--- config.mk ---
export PLATFORM = sky130hd
export DESIGN_NAME = lsh_kernel
export DESIGN_NICKNAME = d
export VERILOG_FILES = /design/src/design/lsh_pkg.sv /design/src/design/lsh_kernel.sv
export SDC_FILE = /design/constraint.sdc
export NUM_CORES = 1
export LEC_CHECK = 0
export ABC_AREA = 1
export ABC_CLOCK_PERIOD_IN_PS = 5900
export BUFFER_PORTS_ARGS = -buffer_cell sky130_fd_sc_hd__buf_2
export CAP_MARGIN = 25
export CELL_PAD_IN_SITES_DETAIL_PLACEMENT = 0
export CELL_PAD_IN_SITES_GLOBAL_PLACEMENT = 2
export CORE_ASPECT_RATIO = 0.9
export CORE_MARGIN = 3
export CORE_UTILIZATION = 38
export DETAILED_ROUTE_END_ITERATION = 6
export GPL_ROUTABILITY_DRIVEN = 0
export HOLD_SLACK_MARGIN = 0.06
export MAX_ROUTING_LAYER = met4
export PLACE_DENSITY = 0.86
export SLEW_MARGIN = 20
export SYNTH_ARGS = -nofsm -noshare
export SYNTH_HDL_FRONTEND = slang
export SYNTH_SLANG_ARGS = --single-unit
--- constraint.sdc ---
create_clock -name clk -period 5.9 [get_ports clk]
set_input_delay 0.295 -clock clk [delete_from_list [all_inputs] [get_ports clk]]
set_output_delay 0.295 -clock clk [all_outputs]
set_load 0.005 [all_outputs]
--- src/design/lsh_pkg.sv ---
// Shared types and constants for the 3x3 Laplacian sharpening unit.
package lsh_pkg;

	localparam int PIX_W     = 8;
	localparam int CFG_W     = 11;
	localparam int OUT_IDX_W = 10;
	localparam int CFG_IDX_W = 1;

	typedef logic [PIX_W-1:0] pix_t;
	typedef logic [CFG_W-1:0] cfg_data_t;
	typedef logic [OUT_IDX_W-1:0] out_idx_t;

	// Configuration register indexes
	typedef enum logic [CFG_IDX_W-1:0] {
		REG_IMAGE_WIDTH  = 1'b0,
		REG_IMAGE_HEIGHT = 1'b1
	} cfg_reg_t;

	// Window register control from the pipeline to the kernel
	typedef struct packed {
		logic advance;
		logic restart;
	} win_ctrl_t;

endpackage

--- src/design/lsh_kernel.sv ---
// 3x3 window registers and the saturated Laplacian sharpening arithmetic.
module lsh_kernel (
	input  logic               clk,
	input  logic               arst_n,
	input  lsh_pkg::win_ctrl_t ctrl,
	input  lsh_pkg::pix_t      pix,
	input  lsh_pkg::pix_t      top,
	input  lsh_pkg::pix_t      mid,
	output lsh_pkg::pix_t      sharp
);

	lsh_pkg::pix_t top1_q;
	lsh_pkg::pix_t mid1_q;
	lsh_pkg::pix_t mid2_q;
	lsh_pkg::pix_t bot1_q;

	logic [10:0]        five_c;
	logic [9:0]         neigh;
	logic signed [11:0] diff;

	// Shift the window one column on each advancing pixel
	always_ff @(posedge clk or negedge arst_n) begin
		if (!arst_n) begin
			top1_q <= '0;
			mid1_q <= '0;
			mid2_q <= '0;
			bot1_q <= '0;
		end else if (ctrl.restart) begin
			top1_q <= '0;
			mid1_q <= '0;
			mid2_q <= '0;
			bot1_q <= '0;
		end else if (ctrl.advance) begin
			top1_q <= top;
			mid1_q <= mid;
			mid2_q <= mid1_q;
			bot1_q <= pix;
		end
	end

	// Five times the centre minus north, south, west and east
	always_comb begin
		five_c = {1'b0, mid1_q, 2'b00} + {3'b000, mid1_q};
		neigh  = {2'b00, top1_q} + {2'b00, bot1_q} + {2'b00, mid2_q} + {2'b00, mid};
		diff   = $signed({1'b0, five_c}) - $signed({2'b00, neigh});
	end

	// Saturate to the pixel range
	always_comb begin
		if (diff[11]) begin
			sharp = '0;
		end else if (diff[10:8] != 3'b000) begin
			sharp = '1;
		end else begin
			sharp = diff[7:0];
		end
	end

endmodule

# Word-level counts from Yosys, hierarchy flattened

Cells that the tools add are included.

Register bits after elaboration: 32
Output and inout bits: 8
Input port bits: 28
Logic and storage cells: 21

Multiplexer cells: 10
Reduce and logical (&&, ||, !) cells: 2
Add/sub/neg operators: 5

Operators with widths:

| operator          | number |
|---|---|
| $mux 8            | 10 |
| $sub 11x10->12    | 1 |
| $add 10x8->11     | 1 |
| $add 10x8->10     | 1 |
| $add 9x8->10      | 1 |
| $add 8x8->9       | 1 |
| $reduce_bool 3->1 | 1 |
| $reduce_bool 2->1 | 1 |

# Logic depth before layout (Yosys ltp)

Gate-level depths: netlist of the first run.

Depth after elaboration: 7
Gate-level depth with buffers: 18
Gate-level depth less buffers: 18

# Least setup slack after synthesis of the first run

No wires, ideal clock.

Kind: register -> output
Start: register mid2_q[1]
End: output sharp[0]
Data required time: 5605 ps
Path slack: 2415 ps
Stages on the path, launching flop included: 16
Buffers on the path: 0
Arrival: 3190 ps
Path through: dfrtp_1 -> inv_1 -> fa_1 -> fa_1 -> inv_1 -> fa_1 -> inv_1 -> fa_1 -> nand3_1 -> nand3_2 -> nand2_2 -> nand3_1 -> nand2_1 -> nand3_2 -> nor2_4 -> a21oi_1

Cells in the longest elaborated chain, start to end: 6

RTL lines:

| element                | line             | text |
|---|---|---|
| start, declared        | lsh_kernel.sv:14 | `lsh_pkg::pix_t mid2_q;` |
| start signal, assigned | lsh_kernel.sv:36 | `mid2_q <= mid1_q;` |
| $add 9x8->10 *         | lsh_kernel.sv:44 | `neigh = {2'b00, top1_q} + {2'b00, bot1_q} + {2'b00, mid2_q} + {2'b00, mid};` |
| $add 10x8->10 *        | lsh_kernel.sv:44 |  |
| $sub 11x10->12 *       | lsh_kernel.sv:45 | `diff = $signed({1'b0, five_c}) - $signed({2'b00, neigh});` |
| $reduce_bool 3->1      | lsh_kernel.sv:52 | `end else if (diff[10:8] != 3'b000) begin` |
| $mux 8                 | lsh_kernel.sv:52 |  |
| $mux 8 *               | lsh_kernel.sv:50 | `if (diff[11]) begin` |
| end, declared          | lsh_kernel.sv:9  | `output lsh_pkg::pix_t sharp` |

Every way passes the cells marked *; elsewhere a longest branch is shown, timed or not.

# Final worst setup path of the first run

Start: register mid2_q[1]
End: output sharp[2]

The elaborated chain is that of the path after synthesis.

==> results.cfg, run 1 <==
[yosys]
ys_seq_area_share_pct = 29.7
synth.top_cell.area_share_pct = 29.7
synth_edf_count = 0
syn_avg_cell_area_sq_um = 8.58
netlist_area_sq_mm = 0.00269
yosysUniqueCellTypes = 28
yosysWarningCount = 0
syn_inst = 314
ys_ff_latch = 32
yosys.area.top_type = dfrtp_1
synthFlopType = dfrtp_1
synthesis.nets = 387
ys_top_cells_by_area = dfrtp_1 30%, fa_1 22%, inv_1 12%
ys_async_sr_fraction_pct = 100

[power]
powerDensity_mw_per_mm2 = 369
ir_drop_uv = 174
leakage_nw = 1.58

[placed_design]
portBuffers = 35
pre_cts_ws_ns = 1.96
dp.cells = 431
dp_hpwl_mm = 4.23

[cells_and_area]
layout-drive-gt1-share_pct = 15.1
syn2layout_area_growth_pct = 14.0
layout.cells.non_filler = 440
antennaDiodeCount = 0
nets = 422

[critical_path]
cp.arrival_ns = 3.89
reg2reg_from = mid1_q[0]$_DFFE_PN0P_
max_stage_delay_ns = 0.54
cp_common_cell = fa_1
critPathLaunch = mid2_q[1]$_DFFE_PN0P_
path_cells = inv_1, fa_1, fa_1, inv_1, fa_1, inv_1, fa_1, nand3_1, nand3_2, nand2_2, nand3_1, nand2_1, nand3_2, nor2_4, a21oi_1, buf_2
critPathLaunchType = register
cp_num_buf_inv = 4
crit_cells = 16
reg2regPathDepth = 2
crit_family = adder cells
required_ns = 5.61
cp-end-kind = primary output
critical_path_class = reg -> out
critPathSlowestCell = fa_1
worstPathMaxFanout = 8

[floorplanning]
die_height_microns = 85.9
pin_count = 36
start_util_pct = 40.0
die-width_microns = 94.8
dieArea_sq_mm = 0.00814
row_count = 28
coreArea_sq_mm = 0.00673

[timing]
worst_slack_ns = 1.71
fin_crit_ns = 4.19
period_share_pct = 71.0
tightest_slew_ns = 0.744
fmax_mhz = 239
fin_tns_setup_ns = 0
clock_skew_ns = 0.00121
drv_slew = 0
final-setup-viol-count = 0
slew_headroom_pct = 50.4
grt_setup_unrepaired = false
hold_violations = 0

[drt]
drcViolationCount = 0
vias = 2021
wl_per_cell_microns = 11.9
wl_mm = 5.23
first_pass_iters = 4
viasPerCell = 4.59
drt_iter0_markers = 63
antenna_left = 0

[cts]
hold_buffers = 0
cts_htree_levels = 2
root_buffer = clkbuf_8
cts_tree = built
cts.sink_count = 32
worst_skew_pair.late_latency_ns = 0.28
postCtsSetupBuffers = 0
cts_buffers = 5
cts_max_path_buffers = 2
path_clk_slew_ns = 0.07
cts-resized-gates = 0

[global_routing]
grt-ovfl-total = 0
grt_pass1_vias = 2169
grt_max_degree = 33
antenna_found_initial = 0
grt_first_pass_wirelength_mm = 9.78
grt_usage_pct = 15.5

[flow_run]
drv_cap = 0

[run_status]
outcome = complete, no violations

[worst_hold_path]
hold_class = in -> async
through the flow:
step	area [sq um]	utilization [%]	power (mW)	hold WS, ns
2_1_floorplan	2690	-	0.766	-0.000591
3_3_place_gp	2950	43.8	0.936	0.395
3_5_place_dp	2950	43.8	0.937	0.400
4_1_cts	3060	45.4	1.16	0.0844
5_1_grt	3070	45.7	1.29	0.106
6_report	3070	45.7	1.13	0.0685
worst paths after layout:
path                       slack [ns]                     to
setup / recovery                 1.71               sharp[2]
hold / removal                   0.07  bot1_q[0]$_DFFE_PN0P_
setup reg to reg                 5.02  mid2_q[0]$_DFFE_PN0P_
hold reg to reg                  0.54  top1_q[1]$_DFFE_PN0P_
max in group asynchronous        5.36  mid1_q[6]$_DFFE_PN0P_
min in group clk                 0.24  top1_q[4]$_DFFE_PN0P_
final cells by class:
| class | count | area (sq um) |
|---|---|---|
| clock inverters | 3 | 42.5 |
| repair buffers | 36 | 190 |
| inverters | 90 | 338 |
| fillers | 724 | 3650 |
| flip-flops and latches | 32 | 801 |
| well taps | 90 | 113 |
| multi-input cells | 184 | 1520 |
| clock buffers | 5 | 68.8 |
worst register-to-register path: cells and delay by family, from the launching register on:
family,cells,cell delay [ns]
flip-flops,1,0.47
AO/OA/AOI/OAI,1,0.20
buffers and inverters,1,0.12
report_power, final:
| group | leakage (nW) | internal (mW) | switching (mW) |
|---|---|---|---|
| clock | 0.0541 | 0.125 | 0.0872 |
| sequential | 0.429 | 0.230 | 0.00652 |
| combinational | 1.10 | 0.270 | 0.416 |
kinds of logic after synthesis:
| family | count (synthesis) | synth area share (%) |
|---|---|---|
| flip-flops | 32 | 29.7 |
| buffers and inverters | 98 | 13.9 |
| AO/OA/AOI/OAI | 51 | 10.5 |
| XOR/XNOR | 7 | 2.28 |
| adder cells (fa/ha/maj) | 45 | 29.3 |
| AND/OR/NAND/NOR | 81 | 14.3 |
state kept, by name, indices dropped and copies added (netlist names):
register	flops
bot1_q	8
top1_q	8
mid2_q	8
mid1_q	8
synthesized netlist by cell type, types with 2 or more instances:
library cell	count
o21ai_1	2
nor2_1	6
nand3_2	2
o21ai_0	16
or2_1	2
ha_1	15
xnor2_1	3
nand4_1	2
a21oi_1	14
buf_2	5
fa_1	30
nand2_1	38
dfrtp_1	32
xor2_1	4
clkbuf_1	3
nand2_2	2
nor2_2	2
inv_1	89
o22ai_1	16
nand3_1	23
per-layer routing:
layer	global-route usage, %	wire length [microns]	up-vias
li1	-	-	1033
met1	19.4	2430	959
met2	26.4	2580	24
met3	2.98	192	5
met4	2.75	37	0
met5	-	0	-
placed cells by master (no fill, tap or decap), drive strengths merged, types with 2 or more instances in the layout:
master,Yosys,layout
or2,2,2
o22ai,16,16
a21oi,15,15
clkbuf,3,5
ha,15,15
nand2,41,41
inv,89,89
fa,30,30
nor2,9,9
clkinv,1,2
buf,5,36
nand3,25,25
dfrtp,32,32
xnor2,3,3
xor2,4,4
nand4,2,2
o21ai,18,18
(Power assumes the default switching activity.)
==> run 2, diff against run 1 <==
ABC_CLOCK_PERIOD_IN_PS = 3570   (was 5900)
CORE_UTILIZATION = 32   (was 38)
PLACE_DENSITY = 0.77   (was 0.86)
clock period = 3.57 ns   (was 5.9 ns; I/O delays follow)
==> results.cfg, run 2 (synthesized netlist as in run 1, its figures left out) <==
[timing]
worst_slack_ns = -0.268
tightest_slew_ns = 0.721
hold_violations = 0
slew_headroom_pct = 51.9
period_share_pct = 107
fin_crit_ns = 3.84
drv_slew = 0
clock_skew_ns = 0.00122
final-setup-viol-count = 8
grt_setup_unrepaired = true
fmax_mhz = 261

[critical_path]
ff2ff_setup_slack_ns = 2.61
cp.arrival_ns = 3.66
max_stage_delay_ns = 0.57
critical_path_class = reg -> out
cp-end-kind = primary output
path_cells = buf_6, fa_1, fa_1, fa_1, ha_4, nand2_1, nor2_4, nand3_2, nand4_1, nand3_2, nor2_4, buf_12, a21oi_1, buf_2
critPathLaunchType = register
reg2reg_to = mid2_q[2]$_DFFE_PN0P_
cp_common_cell = fa_1
crit_family = adder cells
reg2reg_from = mid1_q[2]$_DFFE_PN0P_
critPathSlowestCell = fa_1
reg2regPathDepth = 4
worstPathMaxFanout = 8
required_ns = 3.39
cp_num_buf_inv = 3

[drt]
wl_mm = 5.82
first_pass_iters = 2
antenna_left = 0
drcViolationCount = 0
wl_per_cell_microns = 12.1
vias = 2137
viasPerCell = 4.45
drt_iter0_markers = 48

[cells_and_area]
final_cell_area_sq_mm = 0.00356
layout.cells.non_filler = 480
antennaDiodeCount = 0
syn2layout_area_growth_pct = 32.2
final_core_util_pct = 43.9
fillCellCount = 850
final_common_cell = inv_1
nets = 453
layout-drive-gt1-share_pct = 35.4
final_cell_mix = 77 x inv_1, 35 x buf_2, 32 x dfrtp_1

[floorplanning]
start_util_pct = 33.2
dieArea_sq_mm = 0.00956
row_count = 31
coreArea_sq_mm = 0.00811
die_height_microns = 93.0
die-width_microns = 103
pin_count = 36

[power]
ir_drop_uv = 211
p_seq_share_pct = 15.6
switching_share_pct = 44.6
powerDensity_mw_per_mm2 = 703
power.switching_mw = 1.12
pwr-share-comb_pct = 72.5
clkPwrFrac_pct = 11.9
intPower_mw = 1.39
leakage_nw = 1.76

[global_routing]
grt_first_pass_wirelength_mm = 10.4
grt_usage_pct = 14.0
grt_pass1_vias = 2311
grt_max_degree = 33
antenna_found_initial = 0
grt-ovfl-total = 0

[worst_hold_path]
hold_depth = 3
min_to = top1_q[4]$_DFFE_PN0P_
hold_class = in -> reg
hp-start = top[4]

[cts]
cts_buffers = 5
root_buffer = clkbuf_8
cts_tree = built
path_clk_slew_ns = 0.07
cts.sink_count = 32
cts_max_path_buffers = 2
worst_skew_pair.late_latency_ns = 0.28
cts_htree_levels = 2

[placed_design]
dp_hpwl_mm = 4.57
dp.cells = 463
portBuffers = 35
dpl_cell_area_sq_mm = 0.00313
pre_cts_ws_ns = -0.108

[run_status]
violations = negative setup slack
outcome = finished, violations left

[flow_run]
drv_cap = 0
## run 2: cell types whose count changed in the layout (fill, tap and decap cells not counted), sizes merged
cell / change
buf: +30
clkbuf: +3
bufinv: -1
clkinv: -1
clkinvlp: -1
dlygate4sd3: +1
## run 2: how the worst max path moves through the flow
stage,startpoint,to,slack (ns),cells past startpoint
after detailed placement,top1_q[4]$_DFFE_PN0P_,sharp[2],-0.11,16
after global routing,mid1_q[1]$_DFFE_PN0P_,sharp[4],-0.44,17
final,mid1_q[2]$_DFFE_PN0P_,sharp[4],-0.27,14
after CTS,mid1_q[2]$_DFFE_PN0P_,sharp[1],-0.29,15
after floorplan,mid2_q[1]$_DFFE_PN0P_,sharp[0],0.20,15
after global placement,top1_q[4]$_DFFE_PN0P_,sharp[7],-0.1,16
## run 2: cell type report
| type | instances | area (sq um) | share of cell area (%) |
|---|---|---|---|
| inverters | 90 | 338 | 9.49 |
| flip-flops and latches | 32 | 801 | 22.5 |
| multi-input cells | 184 | 1760 | 49.5 |
| clock buffers | 8 | 90.1 | 2.53 |
| well taps | 99 | 124 | 3.48 |
| repair buffers | 67 | 445 | 12.5 |
## run 2: power groups by stage
stage,sequential (mW),clock [mW],combinational (mW)
after CTS,0.391,0.310,1.60
after floorplan,0.396,0,0.870
after global placement,0.397,0,1.27
final,0.391,0.297,1.81
after detailed placement,0.397,0,1.27
after global routing,0.394,0.326,2.05
## run 2: through the flow
step                TNS (ns)  power (mW)  hold slack, ns
CTS                    -2.29        2.30           0.123
global placement      -0.784        1.66           0.280
detailed placement    -0.830        1.67           0.286
finish                 -2.06        2.50           0.124
floorplan                  0        1.27          -0.117
global route           -3.42        2.77           0.144
## run 2: timing repair
| item | CTS | global route |
|---|---|---|
| hold buffers | 1 | 0 |
| cloned | 0 | 0 |
| setup buffers | 5 | 4 |
| pin swaps | 29 | 36 |
| endpoints found under the hold margin | 32 | 0 |
| setup endpoints to repair | 8 | 8 |
| gates resized for setup | 37 | 32 |
## run 2: worst min-delay path, cell delays in order
cell and delay [ns]:
buf_2 0.08, nand3_1 0.06, o21ai_0 0.06
## run 2: layer usage
metal / wire length [microns] / GRT usage [%]
met5: 0 / -
met4: 20 / 1.97
met3: 173 / 2.76
met2: 2870 / 23.1
met1: 2750 / 18.5
