===== config.mk =====
export PLATFORM = sky130hd
export DESIGN_NAME = lsh_scan
export DESIGN_NICKNAME = d
export VERILOG_FILES = /design/src/design/lsh_pkg.sv /design/src/design/lsh_scan.sv
export SDC_FILE = /design/constraint.sdc
export NUM_CORES = 1
export LEC_CHECK = 0
export ABC_AREA = 1
export BUFFER_PORTS_ARGS = -buffer_cell sky130_fd_sc_hd__buf_2
export CAP_MARGIN = 25
export CELL_PAD_IN_SITES_DETAIL_PLACEMENT = 1
export CELL_PAD_IN_SITES_GLOBAL_PLACEMENT = 2
export CORE_ASPECT_RATIO = 1.1
export CORE_MARGIN = 10
export CORE_UTILIZATION = 29
export DETAILED_ROUTE_END_ITERATION = 10
export PLACE_DENSITY = 0.83
export SETUP_SLACK_MARGIN = 0.1
export SLEW_MARGIN = 20
export SYNTH_ARGS = -nofsm -noshare
export SYNTH_HDL_FRONTEND = slang
export SYNTH_SLANG_ARGS = --single-unit
export TNS_END_PERCENT = 5

===== constraint.sdc =====
create_clock -name clk -period 1.8 [get_ports clk]
set_input_delay 0.18 -clock clk [delete_from_list [all_inputs] [get_ports clk]]
set_output_delay 0.18 -clock clk [all_outputs]
set_load 0.05 [all_outputs]

===== src/design/lsh_pkg.sv =====
// Shared types and constants for the 3x3 Laplacian sharpening unit.
package lsh_pkg;

	localparam int PIX_W     = 8;
	localparam int CFG_W     = 11;
	localparam int OUT_IDX_W = 10;
	localparam int CFG_IDX_W = 1;

	typedef logic [PIX_W-1:0] pix_t;
	typedef logic [CFG_W-1:0] cfg_data_t;
	typedef logic [OUT_IDX_W-1:0] out_idx_t;

	// Configuration register indexes
	typedef enum logic [CFG_IDX_W-1:0] {
		REG_IMAGE_WIDTH  = 1'b0,
		REG_IMAGE_HEIGHT = 1'b1
	} cfg_reg_t;

	// Window register control from the pipeline to the kernel
	typedef struct packed {
		logic advance;
		logic restart;
	} win_ctrl_t;

endpackage


===== src/design/lsh_scan.sv =====
// Raster scan counters and frame geometry registers.
module lsh_scan #(
	parameter int MAX_WIDTH  = 1024,
	parameter int MAX_HEIGHT = 1024,
	localparam int CB = $clog2(MAX_WIDTH),
	localparam int RB = $clog2(MAX_HEIGHT)
) (
	input  logic                             clk,
	input  logic                             arst_n,
	input  logic                             cfg_we,
	input  logic [lsh_pkg::CFG_IDX_W-1:0]    cfg_index,
	input  lsh_pkg::cfg_data_t               cfg_data,
	input  logic                             step,
	output logic [CB-1:0]                    col,
	output logic [RB-1:0]                    row,
	output logic [CB-1:0]                    w_last,
	output logic [RB-1:0]                    h_last
);

	localparam int W_RST = (MAX_WIDTH < 1024) ? MAX_WIDTH : 1024;
	localparam int H_RST = (MAX_HEIGHT < 1024) ? MAX_HEIGHT : 1024;

	logic [CB-1:0] col_q;
	logic [RB-1:0] row_q;
	logic [CB-1:0] w_last_q;
	logic [RB-1:0] h_last_q;
	logic [CB-1:0] w_new;
	logic [RB-1:0] h_new;
	lsh_pkg::cfg_reg_t reg_sel;

	assign reg_sel = lsh_pkg::cfg_reg_t'(cfg_index);

	// Clamp the written width to 3..MAX_WIDTH and keep the last column index
	always_comb begin
		if (cfg_data < 11'd3) begin
			w_new = CB'(2);
		end else if (32'(cfg_data) > MAX_WIDTH) begin
			w_new = CB'(MAX_WIDTH - 1);
		end else begin
			w_new = CB'(cfg_data - 11'd1);
		end
	end

	// Clamp the written height to 3..MAX_HEIGHT and keep the last row index
	always_comb begin
		if (cfg_data < 11'd3) begin
			h_new = RB'(2);
		end else if (32'(cfg_data) > MAX_HEIGHT) begin
			h_new = RB'(MAX_HEIGHT - 1);
		end else begin
			h_new = RB'(cfg_data - 11'd1);
		end
	end

	// Geometry registers
	always_ff @(posedge clk or negedge arst_n) begin
		if (!arst_n) begin
			w_last_q <= CB'(W_RST - 1);
			h_last_q <= RB'(H_RST - 1);
		end else if (cfg_we) begin
			case (reg_sel)
				lsh_pkg::REG_IMAGE_WIDTH:  w_last_q <= w_new;
				lsh_pkg::REG_IMAGE_HEIGHT: h_last_q <= h_new;
				default: ;
			endcase
		end
	end

	// Advance the scan position per accepted pixel; restart on any write
	always_ff @(posedge clk or negedge arst_n) begin
		if (!arst_n) begin
			col_q <= '0;
			row_q <= '0;
		end else if (cfg_we) begin
			col_q <= '0;
			row_q <= '0;
		end else if (step) begin
			if (col_q == w_last_q) begin
				col_q <= '0;
				if (row_q == h_last_q) begin
					row_q <= '0;
				end else begin
					row_q <= row_q + RB'(1);
				end
			end else begin
				col_q <= col_q + CB'(1);
			end
		end
	end

	assign col    = col_q;
	assign row    = row_q;
	assign w_last = w_last_q;
	assign h_last = h_last_q;

endmodule


* Yosys cells after proc, flatten, opt, wreduce, memory -nomap -nowiden *
Cells that the tools add are included.

storage, ports and cells
  register bits = 40
  bits in latches = 0
  RAM bits = 0
  ROM bits = 0
  output and inout port bits = 40
  word-level logic and storage cells = 26
  memories = 0

operators by class
  $add $sub $neg = 3
  multipliers = 0
  divide/modulo/power cells = 0
  order comparisons = 2
  eq/ne operators = 2
  shift operators = 0
  multiplexer cells = 9
  bitwise logic cells = 1
  reductions and logical operators = 5

operator list
  operator                                                                       count
  10-bit 2-to-1 mux                                                              9
  10-bit by 1-bit adder with 10-bit output, second input constant                2
  10-bit equality test                                                           2
  11-bit greater-than comparator, second input constant                          1
  11-bit by 2-bit less-than comparator with 1-bit output, second input constant  1
  10-bit by 1-bit subtractor with 10-bit output, second input constant           1
  2-bit AND reduction                                                            3
  2-bit nonzero test                                                             2
  1-bit NOT                                                                      1

* Depth between registers and ports, before layout *
Gate-level depths: netlist (run 1).

  depth after elaboration = 5
  mapped depth = 12

* Worst setup path before layout (run 1) *
Ideal clock, no wire load.

  kind = reg-to-reg
  from = register row_q[1] (netlist: row[1])
  to = register row_q[6] (netlist: row[6])
  arrival time = 1.742 ns
  path slack = -0.008 ns
  cell stages (with the launch flop) = 12
  period minus slack after synthesis = 1.808 ns
  path through = dfrtp_1 ha_1 nand2_1 nor2_1 nand3_1 nand2_1 nand2_1 inv_1 o21ai_0 nor2_1 nand2_1 nand2_1

between the ends
  cells in the longest elaborated chain, start to end = 5
  elaborated cells between the ends (all ways) = 6

RTL lines
  item                                                                              line                            RTL
  from (decl)                                                                       lsh_scan.sv:24                  logic [RB-1:0] row_q;
  from (signal assigned)                                                            lsh_scan.sv:83                  row_q <= row_q + RB'(1);
  10-bit by 1-bit adder with 10-bit output or 10-bit equality test (tied branches)  lsh_scan.sv:83, lsh_scan.sv:80
  10-bit 2-to-1 mux (*)                                                             lsh_scan.sv:80                  if (row_q == h_last_q) begin
  10-bit 2-to-1 mux (*)                                                             lsh_scan.sv:78                  if (col_q == w_last_q) begin
  10-bit 2-to-1 mux (*)                                                             lsh_scan.sv:77                  end else if (step) begin
  10-bit 2-to-1 mux (*)                                                             lsh_scan.sv:74                  end else if (cfg_we) begin

Mark *: on every way between the ends. The rest lies on a longest branch, timed or not. The select of a mux whose other input is x is not followed.
A chain may end at the register's enable or synchronous reset.

* Worst setup path in the final report (run 1) *
  from = register h_last_q[6] (netlist: h_last[6])
  to = register row_q[5] (netlist: row[5])

between the ends
  cells in the longest elaborated chain, start to end = 5

RTL lines
  item                    line            RTL
  from (decl)             lsh_scan.sv:26  logic [RB-1:0] h_last_q;
  from (signal assigned)  lsh_scan.sv:59  h_last_q <= RB'(H_RST - 1);
  from (signal assigned)  lsh_scan.sv:63  lsh_pkg::REG_IMAGE_HEIGHT: h_last_q <= h_new;
  10-bit equality test    lsh_scan.sv:80
  10-bit 2-to-1 mux       lsh_scan.sv:80
  10-bit 2-to-1 mux       lsh_scan.sv:78
  10-bit 2-to-1 mux       lsh_scan.sv:77
  10-bit 2-to-1 mux       lsh_scan.sv:74

Every way passes these cells. The select of a mux whose other input is x is not followed.

==> run_results.csv, run 1 <==
group,metric,value,unit
critical_path,max_stage_delay,590,ps
sta,final.setup.tns,0,ps
layout,final_nets,476,
pwr,cellPowerDensity,852,mW/mm^2
critical_path,slowest_stage,"dfstp_2",
routing,antenna_left,0,
global_routing,met2_usage,22.7,%
critical_path,path_class,"flop to flop",
synthesis,synth_area_leader_cell,"nand2_1",
sta,finalSetupViolCount,0,
sta,hold_slack,199,ps
global_routing,grt_pass1_wl,14.0,mm
run,maxCapViolCount,0,
layout,fillCellCount,1149,
synthesis,yosys_warnings,0,
global_routing,grt_util_met3,2.43,%
synthesis,synthSimpleGateAreaFrac,38.0,%
pwr,ir_drop,276,uV
synthesis,ys_seq_elements,40,
placement,io_buffers,55,
routing,first_iter_violations,51,
pwr,power.leakage,0.00169,uW
placement,place_congestion,0.797,
critical_path,critPathRequiredTime,2000,ps
floorplan,pin_count,56,
layout,diodes,0,
synthesis,synth_xor_area_share,4.42,%
synthesis,synth.area.top_cells,"nand2_1 22%, dfstp_2 20%, dfrtp_1 19%",
synthesis,synth_top_family_by_area,"simple AND/OR/NAND/NOR gates",
floorplan,initial_core_util,29.3,%
sta,post-route-period-util,89.0,%
synthesis,synth_top_area_share,22.1,%
synthesis,synth_edf_count,0,
global_routing,grt_pass1_vias,2783,
synthesis,synthMuxAreaShare,0,%
critical_path,cp-start-kind,"flop",
synthesis,postSynthCellCount,385,
clock_network,clockBufferDepth,2,
global_routing,busiest_layer,"met2",
routing,dr.pass1.iters,4,
clock_network,cts_root_buf,"clkbuf_8",
status,status,"completed",
critical_path,cp.depth,9,
floorplan,die_h,119,um
global_routing,grt_util_all_layers,13.3,%
critical_path,cpMostUsedCell,"nand2_1",
critical_path,critPathBufInv,1,
clock_network,cts_htree_levels,2,
clock_network,clk-insertion-delay-late,300,ps
synthesis,yosysUniqueCellTypes,28,
clock_network,cts_buffers,5,
floorplan,num_rows,36,
synthesis,synth_compound_area_share,7.48,%
placement,dp_hpwl,6.88,mm
sta,worst_pin_slew,548,ps
synthesis,netlist_area,0.00258,mm^2
critical_path,critPathTopFamily,"simple AND/OR/NAND/NOR gates",
sta,final.setup_skew,10.1,ps
clock_network,clock-sinks,40,
sta,layout_min_cycle_time,1600,ps
synthesis,async_flop_share,100,%
floorplan,die_w,110,um
synthesis,syn-num-nets,404,
sta,rsz0062_at_grt,"yes",
synthesis,syn_area_per_cell,6.69,um^2
synthesis,synth-seq-area-share,39.8,%
global_routing,grt_start_max_net_pins,24,
layout,layout_commonest_cell,"nand2_1",
sta,maxSlewHeadroom,63.5,%
floorplan,coreArea,0.00878,mm^2
hold_path,hold_path.class,"primary input to flop",
routing,num_vias,2634,
floorplan,dieArea,0.0131,mm^2
sta,fmax,624,MHz
global_routing,grtUsageMet1,16.3,%
layout,multiInputGateArea,0.00136,mm^2
synthesis,synthAdderAreaFrac,1.46,%
routing,avgRoutedWirePerCell,15.1,um
layout,regArea,0.00103,mm^2
routing,via_per_inst,4.60,
clock_network,clk_pin_slew,90,ps
routing,post-route-drc-count,0,
sta,slew_violations,0,
layout,mostFrequentLayoutCells,"150 x nand2_1, 55 x buf_2, 48 x inv_1",
hold_path,hold_depth,3,
routing,drt-total-wl,8.63,mm
sta,final_hold_viol_count,0,
critical_path,crit_arrival,1800,ps
critical_path,crit_chain,"inv_1 > nand2_1 > nand2_1 > nor2_1 > nand2_2 > o21ai_0 > nor2_1 > nand2_1 > nand2_1",
global_routing,grt_antenna_before_repair,0,
clock_network,cts_tree,"done",
critical_path,reg2reg_depth,9,
critical_path,end_kind,"flop",
critical_path,crit_fanout,5,
layout,fin_util,36.8,%
global_routing,grt.overflow.total,0,
synthesis,synth_ff_type,"dfstp_2",
layout,layout-drive-gt1-share,25.1,%
layout,areaGrowthSynthToFinish,25.6,%
==> cells in the mapped netlist (3+ instances only) <==
master    instances
ha_1              3
xor2_1            9
o21bai_1          4
clkbuf_1          3
inv_1            48
or2_2             3
nor2_1           45
xnor2_1           4
nand4_1           6
dfrtp_1          20
nand3_1          29
dfstp_2          20
nand2_1         152
o21ai_0          22
==> metrics by stage <==
step	setup WS (ps)	cell area, um^2	power, uW	instances
final	198	3240	2760	572
after detailed placement	81.8	3080	2020	562
after floorplan	109	2580	1730	385
after CTS	85.9	3200	2770	571
after global placement	105	3080	2000	562
after global routing	58.4	3240	2920	572
==> cell type report <==
cell class              count  area share, %
multi-input cells         289           42.0
flip-flops and latches     40           31.8
repair buffers             70           12.5
inverters                  51           5.92
well taps                 114           4.41
clock buffers               5           2.13
clock inverters             3           1.31
==> repair_timing <==
item | CTS | global route
gates cloned | 0 | 1
hold endpoints to repair | 11 | 0
pin swaps | 0 | 1
gates resized for setup | 1 | 8
hold buffers | 1 | 0
setup endpoints to repair | 11 | 13
buffers inserted | 0 | 0
==> worst register-to-register path: stages, from the launching register on <==
cell and delay [ps]:
dfstp_2 590, inv_1 60, nand2_1 50, nand2_1 50, nor2_1 240, nand2_2 150, o21ai_0 210, nor2_1 60
nand2_1 60, nand2_1 50
==> sequential cells by signal, summed over array words and instances, names as in the netlist <==
signal,count
w_last,10
h_last,10
col,10
row,10
==> kinds of logic (layout without fill, tap and decap cells) <==
| kind of cell | Yosys count | after routing |
|---|---|---|
| AND/OR/NAND/NOR | 241 | 242 |
| buffers and inverters | 57 | 129 |
| flip-flops | 40 | 40 |
| AO/OA/AOI/OAI | 31 | 31 |
| XOR/XNOR | 13 | 13 |
| adder cells (fa/ha/maj) | 3 | 3 |
==> report_power, final <==
group	internal [uW]	switching, uW	total, uW	leakage [uW]
clock network	411	332	742	0.0000541
registers	1030	126	1160	0.000480
logic	228	628	855	0.00115
==> final timing paths <==
check                                       from               endpoint  slack, ps
max in group asynchronous                 arst_n  h_last[2]$_DFFE_PN1P_        770
setup reg to reg           h_last[6]$_DFFE_PN1P_     row[5]$_DFFE_PN0P_        200
hold reg to reg            h_last[0]$_DFFE_PN1P_  h_last[0]$_DFFE_PN1P_        490
setup / recovery           h_last[6]$_DFFE_PN1P_     row[5]$_DFFE_PN0P_        200
hold / removal                              step     col[1]$_DFFE_PN0P_        200
min in group asynchronous                 arst_n     col[9]$_DFFE_PN0P_        400
==> routing by layer <==
metal	part of all wire (%)	routed length, um
met1	44	3820
met2	50	4350
met3	3.9	338
met4	1.4	123
met5	0	0
(Power assumes the default switching activity.)
==> inputs of run 2 (changes only) <==
--- a/config.mk
+++ b/config.mk
@@ -8,13 +8,11 @@
 export ABC_AREA = 1
 export BUFFER_PORTS_ARGS = -buffer_cell sky130_fd_sc_hd__buf_2
 export CAP_MARGIN = 25
-export CELL_PAD_IN_SITES_DETAIL_PLACEMENT = 1
-export CELL_PAD_IN_SITES_GLOBAL_PLACEMENT = 2
 export CORE_ASPECT_RATIO = 1.1
 export CORE_MARGIN = 10
-export CORE_UTILIZATION = 29
+export CORE_UTILIZATION = 30
 export DETAILED_ROUTE_END_ITERATION = 10
-export PLACE_DENSITY = 0.83
+export PLACE_DENSITY = 0.53
 export SETUP_SLACK_MARGIN = 0.1
 export SLEW_MARGIN = 20
 export SYNTH_ARGS = -nofsm -noshare
==> run 2 against run 1 <==
Design area is 1.9% lower. Worst hold slack better by 13 ps. Sequential share of layout area is 0.61 points higher. Clock power is 21% lower. Critical path depth stayed put. Routed wire length is 13% lower. Count of clock-buffer cells in the layout is 2 higher. Critical endpoint is now row[9]$_DFFE_PN0P_. Highest routed layer unchanged.
==> run_results.csv, run 2 (synthesized netlist as in run 1, its figures left out) <==
group,metric,value,unit
clock_network,cts_root_buf,"clkbuf_8",
pwr,power.leakage,0.00166,uW
pwr,combPwrFrac,32.3,%
critical_path,critPathLaunch,"h_last[4]$_DFFE_PN1P_",
clock_network,post_cts_buffers,0,
sta,finalSetupViolCount,0,
routing,dr.pass1.iters,4,
layout,final_area,0.00317,mm^2
pwr,p_sw,1030,uW
clock_network,cts_buffers,5,
critical_path,endpoint,"row[9]$_DFFE_PN0P_",
global_routing,grt_antenna_before_repair,0,
sta,hold_slack,212,ps
routing,antenna_left,0,
layout,fillCellCount,904,
sta,slew_violations,0,
critical_path,cp.depth,9,
pwr,p_sw_share,40.3,%
critical_path,r2r-start,"h_last[4]$_DFFE_PN1P_",
critical_path,max_stage_delay,590,ps
global_routing,grt_start_max_net_pins,41,
layout,fin_util,38.0,%
floorplan,die_h,117,um
layout,diodes,0,
routing,num_vias,2597,
pwr,ir_drop,284,uV
floorplan,initial_core_util,30.8,%
clock_network,cts_htree_levels,2,
run,maxCapViolCount,0,
routing,drt-total-wl,7.47,mm
pwr,cellPowerDensity,806,mW/mm^2
pwr,seqPwrFrac,44.8,%
sta,rsz0062_at_grt,"yes",
routing,post-route-drc-count,0,
sta,layout_min_cycle_time,1600,ps
critical_path,path_class,"flop to flop",
routing,via_per_inst,4.60,
critical_path,reg2reg_depth,9,
placement,io_buffers,55,
layout,mostFrequentLayoutCells,"149 x nand2_1, 55 x buf_2, 48 x inv_1",
status,status,"completed",
global_routing,grt_pass1_wl,12.4,mm
hold_path,hold_path_startpoint,"step",
clock_network,cts_tree,"done",
pwr,pwr-share-clk,22.9,%
placement,place_congestion,0.834,
pwr,cellInternalPower,1530,uW
hold_path,hold_path.class,"primary input to flop",
layout,final_nets,472,
sta,maxSlewHeadroom,76.2,%
critical_path,critPathBufInv,1,
layout,layout-drive-gt1-share,23.6,%
critical_path,cp-start-kind,"flop",
critical_path,crit_arrival,1790,ps
critical_path,cpMostUsedCell,"nand2_1",
global_routing,grt_pass1_vias,2585,
floorplan,coreArea,0.00836,mm^2
sta,final.setup.tns,0,ps
hold_path,hold_depth,3,
clock_network,clk-insertion-delay-late,290,ps
layout,areaGrowthSynthToFinish,23.2,%
critical_path,slowest_stage,"dfstp_2",
placement,dp_hpwl,5.76,mm
placement,placed_area,0.00306,mm^2
global_routing,grt_util_all_layers,12.1,%
sta,final_hold_viol_count,0,
clock_network,clockBufferDepth,2,
clock_network,clock-sinks,40,
critical_path,critPathTopFamily,"simple AND/OR/NAND/NOR gates",
critical_path,r2r_end,"row[9]$_DFFE_PN0P_",
routing,first_iter_violations,144,
global_routing,grt.overflow.total,0,
critical_path,critPathRequiredTime,1990,ps
critical_path,end_kind,"flop",
floorplan,dieArea,0.0127,mm^2
floorplan,num_rows,35,
clock_network,clk_pin_slew,80,ps
layout,layout_commonest_cell,"nand2_1",
routing,avgRoutedWirePerCell,13.2,um
critical_path,rrSetupSlack,200,ps
sta,fmax,625,MHz
floorplan,pin_count,56,
floorplan,die_w,108,um
critical_path,crit_chain,"inv_1 > nand2_1 > nand2_1 > nor2_1 > nand3_2 > o21ai_0 > nor2_1 > nand2_1 > nand2_1",
sta,worst_pin_slew,356,ps
sta,final.setup_skew,4.87,ps
critical_path,crit_fanout,10,
sta,post-route-period-util,88.8,%
## run 2: worst min-delay path, delay by kind of cell
family | cells | cell delay, ps
AO/OA/AOI/OAI | 1 | 80
buffers and inverters | 1 | 110
AND/OR/NAND/NOR | 1 | 90
## run 2: through the flow
step	total power [uW]	instances	worst slack [ps]
detailed placement	1990	555	37.6
floorplan	1730	385	109
finish	2560	565	201
global route	2720	565	68.9
CTS	2590	564	161
global placement	1980	555	77.8
## run 2: cell type report
cell class / count / area (um^2) / area share [%]
well taps: 111 / 139 / 4.38
clock buffers: 7 / 76.3 / 2.40
repair buffers: 66 / 385 / 12.1
inverters: 51 / 191 / 6.03
multi-input cells: 289 / 1350 / 42.5
flip-flops and latches: 40 / 1030 / 32.4
clock inverters: 1 / 5.00 / 0.158
## run 2: how the worst min path moves through the flow
stage	endpoint	slack (ps)
4_1_cts	col[1]$_DFFE_PN0P_	220
6_report	col[1]$_DFFE_PN0P_	210
5_1_grt	col[1]$_DFFE_PN0P_	240
3_3_place_gp	col[1]$_DFFE_PN0P_	170
2_1_floorplan	col[0]$_DFFE_PN0P_	-120
3_5_place_dp	col[1]$_DFFE_PN0P_	170
## run 2: power groups by stage
stage	Sequential [uW]	Combinational [uW]	Clock (uW)
6_report	1150	825	587
5_1_grt	1160	915	638
4_1_cts	1150	829	609
3_5_place_dp	1170	823	0
3_3_place_gp	1160	819	0
2_1_floorplan	1440	290	0
## run 2: routing by layer
metal  part of all wire (%)  routed length, um  track usage (%)
met1                     45               3390             15.0
met2                     47               3540             20.1
met3                    5.0                373             2.35
met4                    2.3                170             5.28
met5                      0                  0                0
## run 2: what timing repair did
item / 4_1_cts / 5_1_grt
hold buffers: 1 / 0
cloned: 0 / 1
hold endpoints to repair: 20 / 0
resized for setup: 1 / 5
endpoints found under the setup margin: 12 / 12
